`config.mk`:
```
export PLATFORM = sky130hd
export DESIGN_NAME = peak_autorange_controller_flat
export DESIGN_NICKNAME = d
export VERILOG_FILES = /design/src/par_pkg.sv /design/src/par_if.sv /design/src/par_front.sv /design/src/par_queue.sv /design/src/par_back.sv /design/src/peak_autorange_controller.sv /design/src/flat_wrapper.sv
export SDC_FILE = /design/constraint.sdc
export NUM_CORES = 1
export LEC_CHECK = 0
export BUFFER_PORTS_ARGS = -buffer_cell sky130_fd_sc_hd__clkbuf_2
export CAP_MARGIN = 20
export CORE_ASPECT_RATIO = 1.5
export CORE_UTILIZATION = 40
export CTS_CLUSTER_DIAMETER = 120
export DETAILED_ROUTE_END_ITERATION = 16
export GPL_TIMING_DRIVEN = 1
export SLEW_MARGIN = 10
export SYNTH_ARGS = -nofsm -noshare
export SYNTH_HDL_FRONTEND = slang
export SYNTH_SLANG_ARGS = --single-unit
```
`constraint.sdc`:
```
create_clock -name clk -period 10.9 [get_ports clk]
set_input_delay 0.545 -clock clk [delete_from_list [all_inputs] [get_ports clk]]
set_output_delay 0.545 -clock clk [all_outputs]
set_load 0.05 [all_outputs]
```
`src/par_pkg.sv`:
```
`default_nettype none

package par_pkg;

  localparam int SAMPLE_W = 16;
  localparam int PEAK_W   = 16;
  localparam int RANGE_W  = 5;
  localparam int LENGTH_W = 16;
  localparam int THRESH_W = 16;
  localparam int COUNT_W  = 5;

  // Configuration port
  localparam int CFG_INDEX_W = 3;
  localparam int CFG_DATA_W  = 16;

  localparam logic [CFG_INDEX_W-1:0] REG_BLOCK_LENGTH     = 3'd0;
  localparam logic [CFG_INDEX_W-1:0] REG_MONITOR_ENABLE   = 3'd1;
  localparam logic [CFG_INDEX_W-1:0] REG_AUTORANGE_ENABLE = 3'd2;
  localparam logic [CFG_INDEX_W-1:0] REG_RANGE_COUNT      = 3'd3;
  localparam logic [CFG_INDEX_W-1:0] REG_HIGH_THRESHOLD   = 3'd4;
  localparam logic [CFG_INDEX_W-1:0] REG_LOW_THRESHOLD    = 3'd5;

  localparam logic [LENGTH_W-1:0] BLOCK_LENGTH_RESET = 16'd1024;
  localparam logic [THRESH_W-1:0] HIGH_THRESH_RESET  = 16'd32440;
  localparam logic [THRESH_W-1:0] LOW_THRESH_RESET   = 16'd1638;

  // Queue between the block accumulator and the range stepper
  localparam int QUEUE_DEPTH = 2;
  localparam int QPTR_W      = $clog2(QUEUE_DEPTH);
  localparam int QCOUNT_W    = $clog2(QUEUE_DEPTH + 1);

  // Settings seen by the range stepper
  typedef struct packed {
    logic                monitor_enable;
    logic                autorange_enable;
    logic [COUNT_W-1:0]  range_count;
    logic [THRESH_W-1:0] high_threshold;
    logic [THRESH_W-1:0] low_threshold;
  } par_range_cfg_t;

  // Queue status seen by its two neighbours
  typedef struct packed {
    logic full;
    logic not_empty;
  } par_queue_status_t;

endpackage

`default_nettype wire

```
`src/par_if.sv`:
```
`default_nettype none

interface par_sample_if;
  logic                                 valid;
  logic                                 ready;
  logic signed [par_pkg::SAMPLE_W-1:0] sample;

  modport source (output valid, output sample, input ready);
  modport sink   (input valid, input sample, output ready);
endinterface

interface par_result_if;
  logic                                valid;
  logic                                ready;
  logic        [par_pkg::PEAK_W-1:0]  block_peak;
  logic signed [par_pkg::RANGE_W-1:0] range_index;
  logic                                range_changed;

  modport source (output valid, output block_peak, output range_index,
                  output range_changed, input ready);
  modport sink   (input valid, input block_peak, input range_index,
                  input range_changed, output ready);
endinterface

`default_nettype wire

```
`src/par_front.sv`:
```
`default_nettype none

module par_front (
  input  wire logic                              clk,
  input  wire logic                              rst,
  input  wire logic                              valid,
  output logic                                   ready,
  input  wire logic signed [par_pkg::SAMPLE_W-1:0] sample,
  input  wire logic [par_pkg::LENGTH_W-1:0]      block_length,
  input  wire logic                              restart,
  input  wire par_pkg::par_queue_status_t        queue_status,
  output logic                                   push,
  output logic [par_pkg::PEAK_W-1:0]             push_peak
);
  import par_pkg::*;

  logic [LENGTH_W-1:0] sample_counter;
  logic [PEAK_W-1:0]   running_peak;
  logic [PEAK_W-1:0]   magnitude;
  logic [PEAK_W-1:0]   peak_next;
  logic [LENGTH_W:0]   count_inc;
  logic                accept;
  logic                block_end;

  // Two's complement negation keeps the most negative sample as 0x8000.
  assign magnitude = sample[SAMPLE_W-1] ? PEAK_W'(~sample + 1'b1) : PEAK_W'(sample);
  assign peak_next = (magnitude > running_peak) ? magnitude : running_peak;
  assign count_inc = {1'b0, sample_counter} + 1'b1;

  assign ready     = !queue_status.full;
  assign accept    = valid && ready && (block_length != '0);
  assign block_end = count_inc >= {1'b0, block_length};

  assign push      = accept && block_end;
  assign push_peak = peak_next;

  always_ff @(posedge clk) begin
    if (rst || restart) begin
      sample_counter <= '0;
      running_peak   <= '0;
    end else if (accept) begin
      if (block_end) begin
        sample_counter <= '0;
        running_peak   <= '0;
      end else begin
        sample_counter <= count_inc[LENGTH_W-1:0];
        running_peak   <= peak_next;
      end
    end
  end

endmodule

`default_nettype wire

```
`src/par_queue.sv`:
```
`default_nettype none

module par_queue (
  input  wire logic                           clk,
  input  wire logic                           rst,
  input  wire logic                           push,
  input  wire logic [par_pkg::PEAK_W-1:0]     push_peak,
  input  wire logic                           pop,
  output logic [par_pkg::PEAK_W-1:0]          head_peak,
  output par_pkg::par_queue_status_t          status
);
  import par_pkg::*;

  logic [PEAK_W-1:0]   entries [QUEUE_DEPTH];
  logic [QPTR_W-1:0]   wr_ptr;
  logic [QPTR_W-1:0]   rd_ptr;
  logic [QCOUNT_W-1:0] fill;
  logic                do_push;
  logic                do_pop;

  assign status.full      = fill == QCOUNT_W'(QUEUE_DEPTH);
  assign status.not_empty = fill != '0;
  assign head_peak        = entries[rd_ptr];

  assign do_push = push && !status.full;
  assign do_pop  = pop && status.not_empty;

  always_ff @(posedge clk) begin
    if (do_push) begin
      entries[wr_ptr] <= push_peak;
    end
  end

  always_ff @(posedge clk) begin
    if (rst) begin
      wr_ptr <= '0;
      rd_ptr <= '0;
      fill   <= '0;
    end else begin
      if (do_push) begin
        wr_ptr <= (wr_ptr == QPTR_W'(QUEUE_DEPTH - 1)) ? '0 : wr_ptr + 1'b1;
      end
      if (do_pop) begin
        rd_ptr <= (rd_ptr == QPTR_W'(QUEUE_DEPTH - 1)) ? '0 : rd_ptr + 1'b1;
      end
      if (do_push && !do_pop) begin
        fill <= fill + 1'b1;
      end else if (do_pop && !do_push) begin
        fill <= fill - 1'b1;
      end
    end
  end

endmodule

`default_nettype wire

```
`src/par_back.sv`:
```
`default_nettype none

module par_back #(
  parameter int MAX_RANGES = 16
) (
  input  wire logic                           clk,
  input  wire logic                           rst,
  input  wire par_pkg::par_queue_status_t     queue_status,
  input  wire logic [par_pkg::PEAK_W-1:0]     head_peak,
  output logic                                pop,
  input  wire par_pkg::par_range_cfg_t        cfg,
  input  wire logic                           range_clear,
  output logic                                out_valid,
  input  wire logic                           out_ready,
  output logic [par_pkg::PEAK_W-1:0]          out_peak,
  output logic signed [par_pkg::RANGE_W-1:0]  out_range,
  output logic                                out_changed
);
  import par_pkg::*;

  // Signed width that holds -1 up to MAX_RANGES.
  localparam int CR_W = $clog2(MAX_RANGES + 1) + 1;

  logic signed [CR_W-1:0] current_range;
  logic signed [CR_W-1:0] range_next;
  logic signed [CR_W-1:0] count_clamp;
  logic                   holdoff;
  logic                   holdoff_next;
  logic                   step_enable;

  assign pop         = queue_status.not_empty && (!out_valid || out_ready);
  assign step_enable = cfg.monitor_enable && cfg.autorange_enable;
  assign count_clamp = (32'(cfg.range_count) > MAX_RANGES) ? CR_W'(MAX_RANGES)
                                                           : CR_W'(cfg.range_count);

  always_comb begin
    range_next   = current_range;
    holdoff_next = holdoff;
    if (step_enable) begin
      if (holdoff) begin
        holdoff_next = 1'b0;
      end else if (count_clamp != '0) begin
        // The down step goes first; the up step sees its result.
        if ((head_peak >= cfg.high_threshold) && (range_next > 0)) begin
          range_next   = range_next - 1'b1;
          holdoff_next = 1'b1;
        end
        if ((head_peak <= cfg.low_threshold) && (range_next < count_clamp - CR_W'(1))) begin
          range_next   = range_next + 1'b1;
          holdoff_next = 1'b1;
        end
        if (range_next == -1) begin
          range_next = '0;
        end
      end
    end
  end

  always_ff @(posedge clk) begin
    if (rst) begin
      current_range <= '1;
      holdoff       <= 1'b1;
    end else if (range_clear) begin
      current_range <= '1;
    end else if (pop) begin
      current_range <= range_next;
      holdoff       <= holdoff_next;
    end
  end

  always_ff @(posedge clk) begin
    if (rst) begin
      out_valid <= 1'b0;
    end else if (pop) begin
      out_valid <= 1'b1;
    end else if (out_ready) begin
      out_valid <= 1'b0;
    end
  end

  always_ff @(posedge clk) begin
    if (pop) begin
      out_peak    <= head_peak;
      out_range   <= RANGE_W'(range_next);
      out_changed <= range_next != current_range;
    end
  end

endmodule

`default_nettype wire

```
`src/peak_autorange_controller.sv`:
```
`default_nettype none

// Peak autorange controller. Signed Q1.15 samples arrive as beats on the
// samples channel; over each block of block_length samples the largest
// magnitude is tracked, and at the end of the block one beat leaves on the
// results channel with that peak, the range index after the block and a flag
// telling whether the block moved the range. While both enables are set, a
// range step runs at each block end once a one-block hold-off has expired: a
// peak at or above high_threshold lowers the index, a peak at or below
// low_threshold raises it up to the last range, and an unset index (-1)
// becomes 0. The block takes one sample every clock cycle while its internal
// queue has room; a block's peak passes through the queue into the output
// register. The samples channel only drops ready when the two-entry queue
// between the block accumulator and the range stepper is full, which happens
// only while the results channel is stalled. Writing block_length restarts
// the current block, and writing range_count clears the range to unset; the
// user writes registers only while the block is idle; the block does not enforce it.
module peak_autorange_controller #(
  parameter int MAX_RANGES = 16
) (
  input  wire logic                               clk,
  input  wire logic                               rst,
  par_sample_if.sink                              samples,
  par_result_if.source                            results,
  input  wire logic                               cfg_write_enable,
  input  wire logic [par_pkg::CFG_INDEX_W-1:0]    cfg_index,
  input  wire logic [par_pkg::CFG_DATA_W-1:0]     cfg_data
);
  import par_pkg::*;

  // Configuration registers.
  logic [LENGTH_W-1:0] block_length;
  par_range_cfg_t      range_cfg;
  logic                restart;
  logic                range_clear;

  // Handshake between the accumulator, the queue and the stepper.
  par_queue_status_t   queue_status;
  logic                push;
  logic [PEAK_W-1:0]   push_peak;
  logic                pop;
  logic [PEAK_W-1:0]   head_peak;

  assign restart     = cfg_write_enable && (cfg_index == REG_BLOCK_LENGTH);
  assign range_clear = cfg_write_enable && (cfg_index == REG_RANGE_COUNT);

  always_ff @(posedge clk) begin
    if (rst) begin
      block_length               <= BLOCK_LENGTH_RESET;
      range_cfg.monitor_enable   <= 1'b1;
      range_cfg.autorange_enable <= 1'b0;
      range_cfg.range_count      <= '0;
      range_cfg.high_threshold   <= HIGH_THRESH_RESET;
      range_cfg.low_threshold    <= LOW_THRESH_RESET;
    end else if (cfg_write_enable) begin
      unique case (cfg_index)
        REG_BLOCK_LENGTH:     block_length               <= cfg_data[LENGTH_W-1:0];
        REG_MONITOR_ENABLE:   range_cfg.monitor_enable   <= cfg_data[0];
        REG_AUTORANGE_ENABLE: range_cfg.autorange_enable <= cfg_data[0];
        REG_RANGE_COUNT:      range_cfg.range_count      <= cfg_data[COUNT_W-1:0];
        REG_HIGH_THRESHOLD:   range_cfg.high_threshold   <= cfg_data[THRESH_W-1:0];
        REG_LOW_THRESHOLD:    range_cfg.low_threshold    <= cfg_data[THRESH_W-1:0];
        default: begin
          // Writes to unused indexes are dropped.
        end
      endcase
    end
  end

  // Front end: magnitude, running peak and block counting.
  par_front u_front (
    .clk          (clk),
    .rst          (rst),
    .valid        (samples.valid),
    .ready        (samples.ready),
    .sample       (samples.sample),
    .block_length (block_length),
    .restart      (restart),
    .queue_status (queue_status),
    .push         (push),
    .push_peak    (push_peak)
  );

  // Finished block peaks wait here so that each side can stall on its own.
  par_queue u_queue (
    .clk       (clk),
    .rst       (rst),
    .push      (push),
    .push_peak (push_peak),
    .pop       (pop),
    .head_peak (head_peak),
    .status    (queue_status)
  );

  // Back end: hold-off, range step and the output register.
  par_back #(
    .MAX_RANGES (MAX_RANGES)
  ) u_back (
    .clk          (clk),
    .rst          (rst),
    .queue_status (queue_status),
    .head_peak    (head_peak),
    .pop          (pop),
    .cfg          (range_cfg),
    .range_clear  (range_clear),
    .out_valid    (results.valid),
    .out_ready    (results.ready),
    .out_peak     (results.block_peak),
    .out_range    (results.range_index),
    .out_changed  (results.range_changed)
  );

endmodule

`default_nettype wire

```
`src/flat_wrapper.sv`:
```
// flat-port wrapper written by rule: the top's interface ports become plain ports
module peak_autorange_controller_flat import par_pkg::*;
#(
  parameter int MAX_RANGES = 16
)
  (clk, rst, cfg_write_enable, cfg_index, cfg_data, samples_valid, samples_sample, samples_ready, results_valid, results_block_peak, results_range_index, results_range_changed, results_ready);
  par_sample_if samples_i ();
  par_result_if results_i ();
  input  wire logic clk;
  input  wire logic rst;
  input  wire logic cfg_write_enable;
  input  wire logic [par_pkg::CFG_INDEX_W-1:0] cfg_index;
  input  wire logic [par_pkg::CFG_DATA_W-1:0] cfg_data;
  input wire logic [$bits(samples_i.valid)-1:0] samples_valid;
  input wire logic [$bits(samples_i.sample)-1:0] samples_sample;
  output wire logic [$bits(samples_i.ready)-1:0] samples_ready;
  output wire logic [$bits(results_i.valid)-1:0] results_valid;
  output wire logic [$bits(results_i.block_peak)-1:0] results_block_peak;
  output wire logic [$bits(results_i.range_index)-1:0] results_range_index;
  output wire logic [$bits(results_i.range_changed)-1:0] results_range_changed;
  input wire logic [$bits(results_i.ready)-1:0] results_ready;
  assign samples_i.valid = samples_valid;
  assign samples_i.sample = samples_sample;
  assign samples_ready = samples_i.ready;
  assign results_valid = results_i.valid;
  assign results_block_peak = results_i.block_peak;
  assign results_range_index = results_i.range_index;
  assign results_range_changed = results_i.range_changed;
  assign results_i.ready = results_ready;
  peak_autorange_controller #(.MAX_RANGES(MAX_RANGES)) u_core (.clk(clk), .rst(rst), .samples(samples_i), .results(results_i), .cfg_write_enable(cfg_write_enable), .cfg_index(cfg_index), .cfg_data(cfg_data));
endmodule
```
**Yosys cells after proc, flatten, opt, wreduce, memory -nomap -nowiden**

Memory sizes are Yosys's and may differ from the RTL's. A register that Yosys moved wholly into a read port is not among the register bits.
Index checks and enable logic that the tools add are counted.

- Logic and storage cells: 108
- Bits in writable memories: 32
- Flip-flop bits (word level): 121
- Memories kept: 1

- Magnitude comparators: 7
- Reduce and logical (&&, ||, !) cells: 33
- Equality and inequality tests: 8
- Bitwise gates (word level): 2
- Mux-type cells: 31
- Add/subtract/negate cells: 9

Memories:

| memory | words | width | rd ports | clocked after Yosys merged registers in | write ports | line | text |
|---|---|---|---|---|---|---|---|
| u_core.u_queue.entries | 2 | 16 | 1 | 1 | 1 | par_queue.sv:14 | `logic [PEAK_W-1:0] entries [QUEUE_DEPTH];` |

Operators by type and width:

| cell | number |
|---|---|
| $mux 6 | 12 |
| $mux 16 | 4 |
| $add 16x1->17 const B | 1 |
| $ge 17x16->1 | 1 |
| $add 16x1->16 const B | 1 |
| $ge 16x16->1 | 1 |
| $gt 16x16->1 | 1 |
| $le 16x16->1 | 1 |
| $not 16->16 | 1 |
| $reduce_bool 16->1 | 1 |
| $logic_and 1x1->1 | 13 |
| $mux 1 | 12 |
| $reduce_and 2->1 | 6 |
| $add 6x1->6 const B | 1 |
| $eq 3x2->1 const B | 2 |
| $eq 3x3->1 const B | 2 |
| $eq 6x1->1 const B | 1 |
| $gt 6x1->1 const B | 1 |
| $lt 6x6->1 | 1 |
| $ne 6x6->1 | 1 |
| $reduce_bool 2->1 | 3 |
| $reduce_bool 6->1 | 1 |
| $sub 5x1->6 const B | 1 |
| $sub 6x1->6 const B | 1 |
| 14 further kinds | 20 |

**Depth between registers and ports, before layout**

Gate-level depths: netlist of run 1.

- Depth in word-level cells: 18
- Gate-level depth with buffers: 23
- Depth with buffers taken out: 21

**Hierarchy**

A second synthesis of run 1 with hierarchy kept.

- Cells, all modules: 997
- Area, all modules: 9,318.9 sq um

Modules (own cells, without submodules):

| module | area each (sq um) | times used | cells an instance | sequential area each (sq um) |
|---|---|---|---|---|
| par_front | 2,932.8 | 1 | 389 | 640.6 |
| par_back | 2,741.4 | 1 | 314 | 820.8 |
| peak_autorange_controller | 2,273.4 | 1 | 219 | 1,101.1 |
| par_queue | 1,371.3 | 1 | 75 | 1,061.0 |

**Worst setup path before layout of run 1**

No wires, ideal clock.

- Kind: flip-flop to flip-flop
- Start: reg (tool-made name)
- End: reg u_core.u_back.out_changed, data pin
- Path buffers: 2
- Stages on the path, launching flop included: 24
- Path slack: 5.248 ns
- Arrival: 5.471 ns
- Data required time: 10.720 ns
- Clock period less this slack: 5.652 ns
- Cells stage by stage: dfxtp_1 clkbuf_1 buf_1 mux2_2 ha_1 nand4_2 nor3_2 nand3b_1 a31oi_2 nand4_1 xor2_1 inv_1 ha_1 and3_1 a2111oi_0 a22oi_1 a2111oi_2 inv_1 a211oi_2 and2_2 xnor2_1 nor3b_2 a311o_1 o311ai_1

RTL lines:

| element | line | text |
|---|---|---|
| end signal, assigned | par_back.sv:85 | `out_changed <= range_next != current_range;` |
| end, declared | par_back.sv:17 | `output logic out_changed` |

==> flow_summary.json, run 1 <==
{
  "outcome": "finished, final reports clean",
  "ys.flop_type": "dfxtp_1",
  "fmax_ghz": 0.155,
  "cp-end-kind": "flop",
  "synth_edf_count": 54,
  "ys_warn_count": 0,
  "synth_seq_area_share_pct": 41.8,
  "clk_latency_ns": 0.43,
  "grt_pass1_vias": 6675,
  "syn_area_um2": 8660,
  "drtPass1Iterations": 6,
  "hold_path.class": "in -> reg",
  "drt_iter0_markers": 341,
  "cts_hold_buf": 0,
  "arrival_ns": 6.70,
  "die_area_um2": 22300,
  "clockBufferDepth": 2,
  "synth_area_leader_cell": "dfxtp_1",
  "final_nets": 1094,
  "power.leakage_nw": 3.95,
  "ys_seq_elements": 154,
  "fin_util_pct": 46.6,
  "drive_above_1_share_pct": 15.4,
  "num_antenna_cells": 0,
  "synth_cell_type_count": 66,
  "peakVddDrop_mv": 0.104,
  "synthTopCellsByArea": "dfxtp_1 (23%), edfxtp_1 (19%), ha_1 (11%), nand2_1 (4.7%), mux2_2 (4.3%)",
  "synth_top_area_share_pct": 23.1,
  "avgViaCountPerCell": 5.40,
  "syn_inst": 923,
  "io_pins": 64,
  "ant_nets": 0,
  "gp_congestion": 0.912,
  "slew_headroom_pct": 36.4,
  "p_per_area_nw_per_um2": 186,
  "tritoncts": "done",
  "cts_made_buffers": 17,
  "drt-wirelength-per-cell_um": 16.9,
  "fin_crit_sh_pct": 59.3,
  "syn_area_per_cell_um2": 9.38,
  "min_period_ns": 6.47,
  "clk_pin_slew_ns": 0.07,
  "finalClockSkew_ns": 0.0109,
  "rows": 65,
  "die_h_um": 182,
  "start_util_pct": 40.9,
  "cts_root_buf": "clkbuf_16",
  "portBuffers": 63,
  "syn_to_final_growth_pct": 13.7,
  "antenna_found_initial": 0,
  "hold_depth": 2,
  "coreArea_um2": 21100,
  "finalMaxSlewViolations": 0,
  "synth_fp_nets": 1039,
  "cts_sinks": 154,
  "holdWs_ns": 0.398,
  "start_kind": "flop",
  "grtUsageTotal_pct": 20.1,
  "die_width_um": 122,
  "hold_violations": 0,
  "reg2reg_depth": 21,
  "worstPathRequired_ns": 11.14,
  "hpwlAfterDp_mm": 16.1,
  "vias": 6803,
  "grt_pass1_wl_mm": 34.0,
  "grt_overflow": 0,
  "h-tree-depth": 4,
  "maxCapViolCount": 0,
  "tightest_slew_ns": 0.953,
  "setup_violations": 0,
  "cts_setup_buffers": 0,
  "postSynth.asyncResetShare_pct": 0,
  "cp_max_fo": 16,
  "drc": 0,
  "cts_resized": 0,
  "setup_tns_ns": 0,
  "critical_path_class": "reg -> reg",
  "drt_wl_total_mm": 21.3,
  "rsz0062_at_grt": "false",
  "grt_max_degree": 66
}
-- area by class of cell --
type / count / area, um^2
multi-input combinational: 648 / 4580
fill: 2018 / 11300
clock inverter: 14 / 178
sequential: 154 / 3620
inverter: 85 / 319
timing repair buffer: 72 / 383
tap: 268 / 335
clock buffer: 18 / 429
-- per-layer routing --
layer / part of all wire [%] / track usage [%]
met2: 53 / 36.1
met3: 2.7 / 3.47
met1: 42 / 22.6
met4: 3.1 / 9.41
met5: 0 / 0
-- Yosys cell counts (2+ instances only) --
cell type  number
a2111oi_0       2
a211o_1        13
a211oi_1        4
a21boi_0        3
a21o_1          9
a21oi_1        71
a221o_1         2
a22o_1         17
a31oi_1         2
and2_1          4
and3_1          7
buf_1           3
buf_6           2
clkbuf_1       31
dfxtp_1       100
edfxtp_1       54
ha_1           76
inv_1          85
mux2_2         33
mux2i_1        15
nand2_1       108
nand2b_1       11
nand3_1        24
nand3b_1        9
nand4_1        17
nand4b_1        3
nor2_1         57
nor2b_1         9
nor3_1         10
nor4_1          8
nor4bb_1        2
o21a_1          4
o21ai_0        21
o21ai_1         2
o22ai_1        12
o31ai_1         8
o41ai_1         2
or3_1          10
or4_1           4
xnor2_1        30
xor2_1         14
-- cell usage in the layout (no fill, tap or decap), types with 30 or more instances in the layout --
| master | n |
|---|---|
| nor2_1 | 56 |
| xnor2_1 | 30 |
| edfxtp_1 | 54 |
| mux2_2 | 33 |
| nand2_1 | 108 |
| ha_1 | 76 |
| dfxtp_1 | 100 |
| inv_1 | 85 |
| a21oi_1 | 71 |
| clkbuf_2 | 63 |
-- registers in the layout, indices dropped and copies added (netlist names), 2 cells and up, named ones only --
register                       flops
u_core.block_length               16
u_core.range_cfg                  39
u_core.u_back.current_range        6
u_core.u_back.out_peak            16
u_core.u_back.out_range            5
u_core.u_front.running_peak       16
u_core.u_front.sample_counter     16
u_core.u_queue.entries            32
u_core.u_queue.fill                2
-- worst max-delay path, cell delays in order, from the launching register on --
cell and delay [ns]:
dfxtp_1 0.78, mux2_2 0.45, ha_1 0.33, a21oi_1 0.14
o21ai_1 0.10, nor4_2 0.53, a31oi_2 0.35, nand4_1 0.21
xor2_1 0.23, inv_1 0.07, ha_1 0.30, and3_1 0.20
a2111oi_0 0.39, a22oi_1 0.13, a2111oi_2 0.47, nand2_1 0.14
nor2_1 0.14, xor2_1 0.47, a311oi_2 0.15, a211oi_1 0.46
a21oi_1 0.14, o311ai_1 0.09
-- power by group --
| part | total, mW | switching [mW] | internal [mW] |
|---|---|---|---|
| logic | 0.512 | 0.337 | 0.176 |
| registers | 0.706 | 0.0353 | 0.671 |
| clock network | 0.613 | 0.264 | 0.349 |
-- stage by stage --
step / worst slack [ns] / instances / power, mW / instance area (um^2)
2_1_floorplan: 5.25 / 923 / 1.09 / 8660
3_3_place_gp: 4.62 / 1227 / 1.22 / 9240
3_5_place_dp: 4.51 / 1227 / 1.23 / 9240
4_1_cts: 4.45 / 1259 / 1.85 / 9850
5_1_grt: 3.82 / 1259 / 1.92 / 9850
6_report: 4.43 / 1259 / 1.83 / 9850
-- worst paths after layout --
| check | startpoint | end | slack, ns |
|---|---|---|---|
| setup reg to reg | flop | u_core.u_back.out_changed$_DFFE_PP_ | 4.43 |
| setup / recovery | flop | u_core.u_back.out_changed$_DFFE_PP_ | 4.43 |
| hold / removal | cfg_data[13] | u_core.range_cfg[29]$_SDFFE_PP1P_ | 0.40 |
| hold reg to reg | u_core.u_front.sample_counter[12]$_SDFFE_PP0P_ | u_core.u_front.sample_counter[12]$_SDFFE_PP0P_ | 0.45 |
-- logic make-up after synthesis --
family,synth area share (%)
flops,41.8
mux,6.03
compound gates,14.6
fa+ha+maj,11.0
simple gates,16.7
xor+xnor,4.45
buf+inv,5.42
Power figures use the tool's default switching activity.
==> inputs of run 2 (changes only) <==
clock period = 5.8 ns   (was 10.9 ns; I/O delays follow)
==> run 2 against run 1 <==
Compared with the run above: sequential share of layout area fell by 0.84 points; setup slack lost 4.2 ns; die area unchanged; fmax grew 16%; critical endpoint unchanged; highest routed layer unchanged.
==> flow_summary.json, run 2 (synthesis results as in run 1) <==
{
  "cts_made_buffers": 17,
  "tightest_slew_ns": 0.954,
  "ant_nets": 0,
  "start_util_pct": 40.9,
  "largest-register": "u_core.range_cfg",
  "tritoncts": "done",
  "die_h_um": 182,
  "clk_latency_ns": 0.44,
  "slowest_delay_ns": 0.42,
  "hold_path.class": "in -> reg",
  "cts_sinks": 154,
  "outcome": "finished, final reports clean",
  "largest_reg_flops": 39,
  "crit_cells": 21,
  "cp_top_family": "compound AO/OA/AOI/OAI gates",
  "min_period_ns": 5.58,
  "power.leakage_nw": 4.06,
  "crit_buf_inv": 2,
  "worstPathRequired_ns": 6.06,
  "setup_violations": 0,
  "grt_max_degree": 66,
  "avgViaCountPerCell": 5.40,
  "gp_congestion": 0.926,
  "fin_crit_sh_pct": 96.2,
  "drt-wirelength-per-cell_um": 17.0,
  "fin_util_pct": 47.7,
  "drtPass1Iterations": 5,
  "hold_violations": 0,
  "coreArea_um2": 21100,
  "slowest_stage": "a2111oi_4",
  "cp-end-kind": "flop",
  "start_kind": "flop",
  "grtUsageTotal_pct": 20.6,
  "drt_wl_total_mm": 21.7,
  "cts_root_buf": "clkbuf_16",
  "crit_path_cell_trace": "mux2_2 -> ha_1 -> nand4_2 -> nor3_4 -> nand3b_1 -> buf_4 -> a311oi_4 -> xnor2_1 -> ha_1 -> and3_1 -> a2111oi_1 -> a22oi_1 -> a2111oi_4 -> buf_4 -> o21ai_0 -> mux2_2 -> nand2b_1 -> o31a_1 -> o22ai_1 -> a21oi_1 -> o311ai_1",
  "clockBufferDepth": 2,
  "hpwlAfterDp_mm": 16.5,
  "clk_pin_slew_ns": 0.07,
  "portBuffers": 63,
  "syn_to_final_growth_pct": 16.5,
  "slew_headroom_pct": 36.3,
  "dp_cells": 1239,
  "arrival_ns": 5.84,
  "post_layout_nonfiller_instances": 1275,
  "die_area_um2": 22300,
  "p_per_area_nw_per_um2": 348,
  "die_width_um": 122,
  "reg_top3": "u_core.range_cfg: 39 flops, u_core.u_queue.entries: 32 flops",
  "grt_pass1_vias": 6620,
  "peakVddDrop_mv": 0.214,
  "cts_hold_buf": 0,
  "critical_path_class": "reg -> reg",
  "most-common-layout-cells": "nand2_1 (106), dfxtp_1 (99), inv_1 (84), ha_1 (76), a21oi_1 (71)",
  "holdWs_ns": 0.134,
  "hold_depth": 2,
  "reg2reg_depth": 21,
  "drt_iter0_markers": 410,
  "final_nets": 1110,
  "rows": 65,
  "fin_area_um2": 10100,
  "fmax_ghz": 0.179,
  "drc": 0,
  "grt_overflow": 0,
  "maxCapViolCount": 0,
  "power.total_mw": 3.51,
  "cp_max_fo": 7,
  "drive_above_1_share_pct": 18.0,
  "io_pins": 64,
  "vias": 6881,
  "placed_cell_area_um2": 9340,
  "finalClockSkew_ns": 0.00815,
  "antenna_found_initial": 0,
  "layout_commonest_cell": "nand2_1",
  "num_antenna_cells": 0,
  "finalMaxSlewViolations": 0,
  "grt_pass1_wl_mm": 35.0,
  "h-tree-depth": 4
}
## run 2: per-layer routing
metal / share of wire (%) / GRT usage (%)
met1: 43 / 24.6
met2: 52 / 36.2
met3: 3.1 / 3.81
met4: 2.2 / 7.41
met5: 0 / 0
## run 2: path summary, 6_finish.rpt
kind                                                                      from                                        endpoint  slack [ns]
worst max-delay path                                                      flop             u_core.u_back.out_changed$_DFFE_PP_        0.22
worst min register to register  u_core.u_front.sample_counter[12]$_SDFFE_PP0P_  u_core.u_front.sample_counter[12]$_SDFFE_PP0P_        0.45
worst min-delay path                                              cfg_data[12]               u_core.range_cfg[28]$_SDFFE_PP1P_        0.13
worst max register to register                                            flop             u_core.u_back.out_changed$_DFFE_PP_        0.22
## run 2: where the power goes
| group | internal [mW] | total, mW | switching [mW] |
|---|---|---|---|
| clock | 0.653 | 1.16 | 0.505 |
| sequential | 1.26 | 1.32 | 0.0568 |
| combinational | 0.370 | 1.03 | 0.659 |
## run 2: cell type report
type | count | area [um^2]
Multi-Input combinational cell | 648 | 4680
Fill cell | 2046 | 11100
Clock inverter | 14 | 179
Tap cell | 268 | 335
Clock buffer | 18 | 429
Inverter | 85 | 319
Timing Repair Buffer | 88 | 515
Sequential cell | 154 | 3630
## run 2: what timing repair did
action | in CTS | in global routing
endpoints found under the setup margin | 4 | 11
setup buffers | 0 | 4
resized for setup | 2 | 18
pin swaps | 0 | 7
## run 2: metrics by stage
stage               TNS [ns]  setup WS, ns
floorplan                  0         0.148
global placement           0        0.0757
detailed placement   -0.0633       -0.0633
CTS                        0        0.0922
global route        -0.00547      -0.00547
finish                     0         0.218
==> inputs of run 3 (changes only) <==
PLACE_DENSITY = 0.68   (was unset)
==> run 3 against run 2 <==
Compared with the run above: register-to-register slack improved by 0.06 ns; die area stayed put; cell area decreased by 0.22%; clock-buffer cell count down 1; largest power group unchanged; final cell count down 0.24%; combinational power about the same; clock skew grew 0.0033 ns; global-route usage decreased by 1.1 points; setup slack improved by 0.064 ns.
==> flow_summary.json, run 3 (synthesis results as in run 1) <==
{
  "finalMaxSlewViolations": 0,
  "antenna_found_initial": 0,
  "largest-register": "u_core.range_cfg",
  "cts_root_buf": "clkbuf_16",
  "clk_pin_slew_ns": 0.07,
  "reg_top3": "u_core.range_cfg: 39 flops, u_core.u_queue.entries: 32 flops",
  "portBuffers": 63,
  "power.leakage_nw": 4.05,
  "hold_path.class": "in -> reg",
  "p_sw_share_pct": 35.7,
  "arrival_ns": 5.77,
  "grt_pass1_vias": 6705,
  "clk_latency_ns": 0.44,
  "cp_max_fo": 9,
  "grt_max_degree": 66,
  "outcome": "finished, final reports clean",
  "cts_made_buffers": 17,
  "clock_power_share_pct": 31.8,
  "drtPass1Iterations": 5,
  "p_per_area_nw_per_um2": 344,
  "final_nets": 1107,
  "hold_violations": 0,
  "maxCapViolCount": 0,
  "clockBufferDepth": 2,
  "cts_sinks": 154,
  "tightest_slew_ns": 0.877,
  "power_frac_seq_pct": 38.2,
  "coreArea_um2": 21100,
  "die_h_um": 182,
  "hpwlAfterDp_mm": 15.9,
  "setup_violations": 0,
  "vias": 6932,
  "grt_pass1_wl_mm": 33.3,
  "syn_to_final_growth_pct": 16.2,
  "fmax_ghz": 0.181,
  "num-fill-cells": 1992,
  "worstPathRequired_ns": 6.05,
  "setup_tns_ns": 0,
  "h-tree-depth": 4,
  "drt_wl_total_mm": 21.1,
  "peakVddDrop_mv": 0.205,
  "slowest_delay_ns": 0.41,
  "finalClockSkew_ns": 0.0115,
  "crit_path_cell_trace": "mux2_2 -> ha_1 -> nand4_2 -> nor3_4 -> nand3b_1 -> buf_4 -> a311oi_4 -> xnor2_1 -> ha_1 -> and3_1 -> a2111oi_2 -> a22oi_2 -> a2111oi_2 -> buf_4 -> nand2_1 -> nor2_2 -> xor2_2 -> a311oi_4 -> nand3b_1 -> a311o_1 -> o311ai_1",
  "num_antenna_cells": 0,
  "drt-wirelength-per-cell_um": 16.6,
  "most-common-layout-cells": "nand2_1 (107), dfxtp_1 (99), inv_1 (85), ha_1 (76), a21oi_1 (71)",
  "layout_commonest_cell": "nand2_1",
  "grt_overflow": 0,
  "slew_headroom_pct": 41.5,
  "die_area_um2": 22300,
  "cp-end-kind": "flop",
  "cts_hold_buf": 0,
  "drc": 0,
  "gp_congestion": 0.903,
  "fin_crit_sh_pct": 95.1,
  "ant_nets": 0,
  "largest_reg_flops": 39,
  "tritoncts": "done",
  "slowest_stage": "dfxtp_4",
  "io_pins": 64,
  "p_int_mw": 2.22,
  "die_width_um": 122,
  "holdWs_ns": 0.137,
  "min_period_ns": 5.52,
  "start_kind": "flop",
  "drt_iter0_markers": 429,
  "rows": 65,
  "drive_above_1_share_pct": 17.6,
  "grtUsageTotal_pct": 19.4,
  "avgViaCountPerCell": 5.45,
  "fin_util_pct": 47.6,
  "switching_power_mw": 1.24,
  "pwr-share-comb_pct": 30.0,
  "start_util_pct": 40.9,
  "critical_path_class": "reg -> reg"
}
==> run 3: changes by cell type in the layout (fill, tap and decap cells not counted), sizes merged <==
cell / before / now
clkinv: 3 / 7
buf: 25 / 22
bufinv: 2 / 0
clkbuf: 81 / 80
inv: 93 / 92
==> run 3: worst paths after layout <==
kind	startpoint	to	slack, ns	depth (start not counted)
worst min register to register	u_core.u_front.sample_counter[12]$_SDFFE_PP0P_	u_core.u_front.sample_counter[12]$_SDFFE_PP0P_	0.45	2
worst max-delay path	flop	u_core.u_back.out_changed$_DFFE_PP_	0.28	21
worst min-delay path	results_ready	u_core.u_back.out_valid$_SDFFE_PP0P_	0.14	3
worst max register to register	flop	u_core.u_back.out_changed$_DFFE_PP_	0.28	21
==> run 3: power groups by stage <==
stage	Clock [mW]	Sequential, mW	Combinational (mW)
2_1_floorplan	0	1.49	0.563
3_3_place_gp	0	1.35	0.955
3_5_place_dp	0	1.35	0.974
4_1_cts	1.12	1.33	0.981
5_1_grt	1.16	1.33	1.13
6_report	1.10	1.32	1.04
==> run 3: per-stage QoR <==
| step | instances | total power [mW] | worst slack (ns) | cell area [um^2] |
|---|---|---|---|---|
| floorplan | 923 | 2.05 | 0.148 | 8660 |
| global placement | 1234 | 2.30 | 0.111 | 9290 |
| detailed placement | 1235 | 2.32 | -0.0740 | 9310 |
| CTS | 1267 | 3.43 | 0.104 | 9910 |
| global route | 1272 | 3.63 | -0.0391 | 10100 |
| finish | 1272 | 3.46 | 0.282 | 10100 |
==> run 3: cell type report <==
cell class / count / area, um^2 / area share [%]
Clock buffer: 17 / 425 / 4.23
Clock inverter: 15 / 171 / 1.70
Inverter: 85 / 319 / 3.17
Multi-Input combinational cell: 648 / 4680 / 46.5
Sequential cell: 154 / 3630 / 36.0
Tap cell: 268 / 335 / 3.33
Timing Repair Buffer: 85 / 508 / 5.05
==> run 3: layer usage <==
metal | track usage (%) | part of all wire [%] | vias up
met2 | 34.0 | 51 | 142
met1 | 21.4 | 41 | 3304
met3 | 4.28 | 3.7 | 57
li1 | - | - | 3429
met5 | 0 | 0 | -
met4 | 10.7 | 4.3 | 0
==> run 3: critical path, delay by kind of cell (launching register included) <==
kind                     cells  cell delay (ns)
AO/OA/AOI/OAI                7             1.94
XOR/XNOR                     2             0.37
adder cells (fa/ha/maj)      2             0.61
buffers and inverters        2             0.40
flip-flops                   1             0.41
multiplexers                 1             0.39
AND/OR/NAND/NOR              7             1.21
==> run 3: repair_timing <==
| item | in CTS | in global routing |
|---|---|---|
| buffers inserted | 0 | 2 |
| endpoints found under the setup margin | 5 | 11 |
| resized for setup | 2 | 18 |
| pin swaps | 0 | 2 |
